## src/hw/rtl/htmru_pkg.sv

```systemverilog
`timescale 1ns / 1ps
`default_nettype none
package htmru_pkg;
  localparam logic [1:0] OP_FIND = 2'd0;
  localparam logic [1:0] OP_ADD  = 2'd1;
  localparam logic [1:0] OP_DEL  = 2'd2;
  localparam logic [1:0] OP_NOP  = 2'd3;

  localparam logic [1:0] ST_MISS   = 2'd0;
  localparam logic [1:0] ST_HIT    = 2'd1;
  localparam logic [1:0] ST_INSERT = 2'd2;
  localparam logic [1:0] ST_FULL   = 2'd3;

  localparam logic [1:0] REG_TABLE_SIZE = 2'd0;
  localparam logic [10:0] TABLE_SIZE_RESET = 11'd1024;

  typedef struct packed {
    logic [1:0]  op;
    logic [63:0] key;
    logic [31:0] value_in;
  } req_t;

  typedef struct packed {
    logic [1:0]  status;
    logic [31:0] value_out;
    logic [12:0] entry_count;
  } rsp_t;

  typedef enum logic [3:0] {
    S_IDLE, S_DIV, S_FILL_RD, S_FILL_WAIT, S_SCAN_RD, S_SCAN_CHK,
    S_SHIFT_RD, S_SHIFT_WR, S_FRONT, S_DONE
  } state_t;

  typedef struct packed {
    logic        start;
    logic [31:0] dividend;
    logic [10:0] divisor;
  } div_req_t;

  typedef struct packed {
    logic        busy;
    logic        done;
    logic [15:0] rem;
  } div_rsp_t;
endpackage
`default_nettype wire

```

## src/hw/rtl/htmru_mod.sv

```systemverilog
`timescale 1ns / 1ps
`default_nettype none
// Restoring modulo, one quotient bit per cycle.
module htmru_mod
  import htmru_pkg::*;
(
  input  wire logic     clk,
  input  wire logic     rst,
  input  wire div_req_t req,
  output div_rsp_t      rsp
);
  logic [31:0] num;
  logic [11:0] rem;
  logic [10:0] dvs;
  logic [5:0]  cnt;
  logic        busy;
  logic        done;
  logic [11:0] trial;
  logic [11:0] sub;

  assign trial = {rem[10:0], num[31]};
  assign sub   = trial - {1'b0, dvs};

  always_ff @(posedge clk) begin
    if (rst) begin
      busy <= 1'b0;
      done <= 1'b0;
      cnt  <= '0;
    end else begin
      done <= 1'b0;
      if (req.start) begin
        busy <= 1'b1;
        cnt  <= 6'd32;
        num  <= req.dividend;
        dvs  <= req.divisor;
        rem  <= '0;
      end else if (busy) begin
        num <= {num[30:0], 1'b0};
        rem <= sub[11] ? trial : sub;
        cnt <= cnt - 6'd1;
        if (cnt == 6'd1) begin
          busy <= 1'b0;
          done <= 1'b1;
        end
      end
    end
  end

  assign rsp.busy = busy;
  assign rsp.done = done;
  assign rsp.rem  = {4'd0, rem};
endmodule
`default_nettype wire

```

## config.mk

```make
export PLATFORM = sky130hd
export DESIGN_NAME = htmru_mod
export DESIGN_NICKNAME = d
export VERILOG_FILES = /design/src/hw/rtl/htmru_pkg.sv /design/src/hw/rtl/htmru_mod.sv
export SDC_FILE = /design/constraint.sdc
export NUM_CORES = 1
export LEC_CHECK = 0
export BUFFER_PORTS_ARGS = -buffer_cell sky130_fd_sc_hd__buf_2
export CORE_UTILIZATION = 27
export CTS_CLUSTER_SIZE = 28
export DETAILED_ROUTE_END_ITERATION = 12
export GPL_ROUTABILITY_DRIVEN = 0
export HOLD_SLACK_MARGIN = 0.12
export SLEW_MARGIN = 20
export SYNTH_ARGS = -nofsm -noshare
export SYNTH_HDL_FRONTEND = slang
export SYNTH_SLANG_ARGS = --single-unit
export TNS_END_PERCENT = 5
```

## constraint.sdc

```tcl
create_clock -name clk -period 4.1 [get_ports clk]
set_input_delay 0.82 -clock clk [delete_from_list [all_inputs] [get_ports clk]]
set_output_delay 0.82 -clock clk [all_outputs]
set_load 0.005 [all_outputs]
```

==> metrics <==
Worst Tran Pin Value=0.850 ns; CP max-delay cell=or4b_4; Main synth FF type=edfxtp_1; Sequential Power Share=0.424; fraction of registers with async set/reset=0; worst path cell trace=ha_1 > a21o_1 > a21oi_2 > or4b_4 > nand4_4 > mux2_1 > nor2_1; CTS tree=done; total gr overflow=0; fraction of layout cells with a size suffix above 1=0.366; root buffer selected by CTS=clkbuf_16; Mean Syn Cell Area=13.1 um^2; CTS Buf Count=9; CP peak stage delay=0.50 ns; Routed Antenna Nets=0; first-pass GRT wire length=10400 um; via count=2069; synthesized instance count=247; Sw Pwr=0.469 mW; Crit Path Max Fanout=13; WL per Instance=14.0 um; status=finished with violations; Int Pwr=1.39 mW; Hold WC Path Type=reg2reg; largest net degree at the start of global routing=47; TritonRoute pass-1 iters=8; setup TNS=0 ns; Final Hold Fails=0; chip height=111 um; LEAKAGE=1.60 nW; # hold bufs at CTS=0; core area=0.0116 mm^2; period utilisation layout=0.636; Crit Path Class=reg2reg; # diodes=0; setup violators final=0; RSZ-0062 raised after global routing=false; Clock Latency Late Sink=0.33 ns; drt drc=6; CP required=4.29 ns; initial antenna violation count=1; Slew HR=0.432; Tot GR Track Use=0.110; vias in the first global route=2146; Critical Path AT=2.79 ns; Synth cell types=47; Syn-to-layout area delta=22.0%; Final Max Slew Viols=0; via/cell ratio=4.50; total die area=0.0124 mm^2; type of origin of the critical path=register; Detailed Route WL=6440 um; input/output buffers=59; Clock Skew=0.00387 ns; Cell Area, Synth=0.00323 mm^2; Top Ports=64; critical path capture point type=register; buffer levels on the longest clock path=2; H-tree levels=3; cell area power density=471 mW/mm^2; Die Width=111 um; Post-CTS Setup Inserts=0; DRT iter0 DRCs=62; Max Cap Viol=0; sequential share of the synthesized area=0.560; Pwr Total=1.86 mW; Clock Sinks=63; violations in the final reports=DRC; CTS clk-pin slew, worst paths=0.05 ns; post-CTS resize count=0; Yosys warnings=0; clock network power share=0.390; EDFF count, synth=55; Final min period=2.61 ns; nets=372; Starting Density=0.280; fmax=384 MHz; Max rail drop VDD=0.214 mV; DP HPWL=4670 um; flip-flop and latch count after synthesis=63; cell row count=39; combinational share of power=0.186; switching share of power=0.252
[flip-flops by register name, indices dropped and copies added (netlist names)]
signal  flops
cnt         6
num        32
done        1
dvs        11
rem        12
busy        1
[through the flow]
stage | worst slack, ns | std cells | instance area (um^2) | util | hold slack, ns
after global routing | 1.37 | 460 | 3940 | 0.341 | 0.523
after global placement | 1.53 | 444 | 3660 | 0.317 | 0.478
final | 1.49 | 460 | 3940 | 0.341 | 0.500
after detailed placement | 1.50 | 444 | 3660 | 0.317 | 0.499
after floorplan | 0.445 | 250 | 3240 | - | 0.464
after CTS | 1.49 | 460 | 3940 | 0.341 | 0.505
[cell usage after synthesis (2+ instances only)]
| cell | instances | area, um^2 |
|---|---|---|
| a211oi_1 | 2 | 15.0 |
| a211oi_2 | 2 | 25.0 |
| a21oi_1 | 10 | 50.1 |
| a21oi_2 | 2 | 17.5 |
| a31oi_1 | 2 | 12.5 |
| and3_1 | 3 | 18.8 |
| buf_4 | 7 | 52.6 |
| clkbuf_1 | 3 | 11.3 |
| dfxtp_1 | 8 | 160 |
| edfxtp_1 | 55 | 1650 |
| ha_1 | 13 | 163 |
| inv_1 | 19 | 71.3 |
| mux2_2 | 31 | 349 |
| mux2i_1 | 10 | 100 |
| nand2_1 | 5 | 18.8 |
| nand2b_1 | 3 | 18.8 |
| nor2_1 | 23 | 86.3 |
| nor2b_1 | 4 | 25.0 |
| nor3_1 | 3 | 15.0 |
| o211ai_1 | 3 | 22.5 |
| o21ai_0 | 2 | 10.0 |
| o221ai_1 | 2 | 17.5 |
| xnor2_1 | 9 | 78.8 |
| xor2_1 | 3 | 26.3 |
[routing by layer]
metal,up-vias,wire [um],global-route usage
li1,1021,-,-
met1,976,2830,0.128
met2,59,2900,0.169
met3,11,581,0.0506
met4,2,119,0.0559
met5,-,10,0
[power by group through the flow]
| stage | sequential, mW | clock, mW | combinational [mW] |
|---|---|---|---|
| 5_1_grt | 0.794 | 0.767 | 0.385 |
| 3_5_place_dp | 0.801 | 0 | 0.350 |
| 6_report | 0.788 | 0.725 | 0.346 |
| 2_1_floorplan | 0.795 | 0 | 0.274 |
| 4_1_cts | 0.789 | 0.741 | 0.351 |
| 3_3_place_gp | 0.800 | 0 | 0.339 |
[cell type report]
type / instances / area [um^2]
Fill cell: 1135 / 7620
Sequential cell: 63 / 1810
Multi-Input combinational cell: 156 / 1280
Timing Repair Buffer: 63 / 325
Clock buffer: 10 / 229
Tap cell: 143 / 179
Inverter: 19 / 71.3
Clock inverter: 6 / 51.3
[layout by cell type (no fill, tap or decap), drive strengths merged, types with 2 or more instances in the layout]
cell,netlist,routed
ha,13,13
xor2,3,3
o221ai,2,2
nor2b,4,4
o211ai,3,3
nand2,5,5
nand2b,3,3
mux2,32,32
inv,19,19
a21oi,12,12
dfxtp,8,8
o21ai,3,3
edfxtp,55,55
nor3,3,3
nor2,24,24
or3,2,2
xnor2,9,9
and3,3,3
clkinv,0,5
mux2i,10,10
conb,1,4
buf,8,63
clkbuf,3,10
a211oi,4,4
a31oi,2,2
[cell families (layout without fill, tap and decap cells)]
group | Yosys count | count (layout) | share of synthesized area
AOI/OAI and AO/OA | 30 | 30 | 0.0642
muxes | 42 | 42 | 0.142
buffers and inverters | 31 | 98 | 0.0507
DFF | 63 | 63 | 0.560
adders and majority gates | 14 | 14 | 0.0565
other | 1 | 4 | 0.00116
and+or+nand+nor | 54 | 54 | 0.0921
xor gates and xnor gates | 12 | 12 | 0.0325
[path summary, 6_finish.rpt]
kind | start | end | slack [ns] | depth (start not counted)
worst min-delay path | cnt[1]$_SDFFE_PP0P_ | cnt[1]$_SDFFE_PP0P_ | 0.50 | 2
worst min register to register | cnt[1]$_SDFFE_PP0P_ | cnt[1]$_SDFFE_PP0P_ | 0.50 | 2
worst max register to register | rem[7]$_SDFFCE_PP0P_ | rem[0]$_SDFFCE_PP0P_ | 1.49 | 7
worst max-delay path | rem[7]$_SDFFCE_PP0P_ | rem[0]$_SDFFCE_PP0P_ | 1.49 | 7
[worst max-delay path, delay by kind of cell (launching register included)]
kind                       cells  cell delay (ns)
and+or+nand+nor                3             0.84
DFF                            1             0.44
adders and majority gates      1             0.42
AOI/OAI and AO/OA              2             0.40
muxes                          1             0.35
Note: power is estimated with default switching activity, not from simulation.
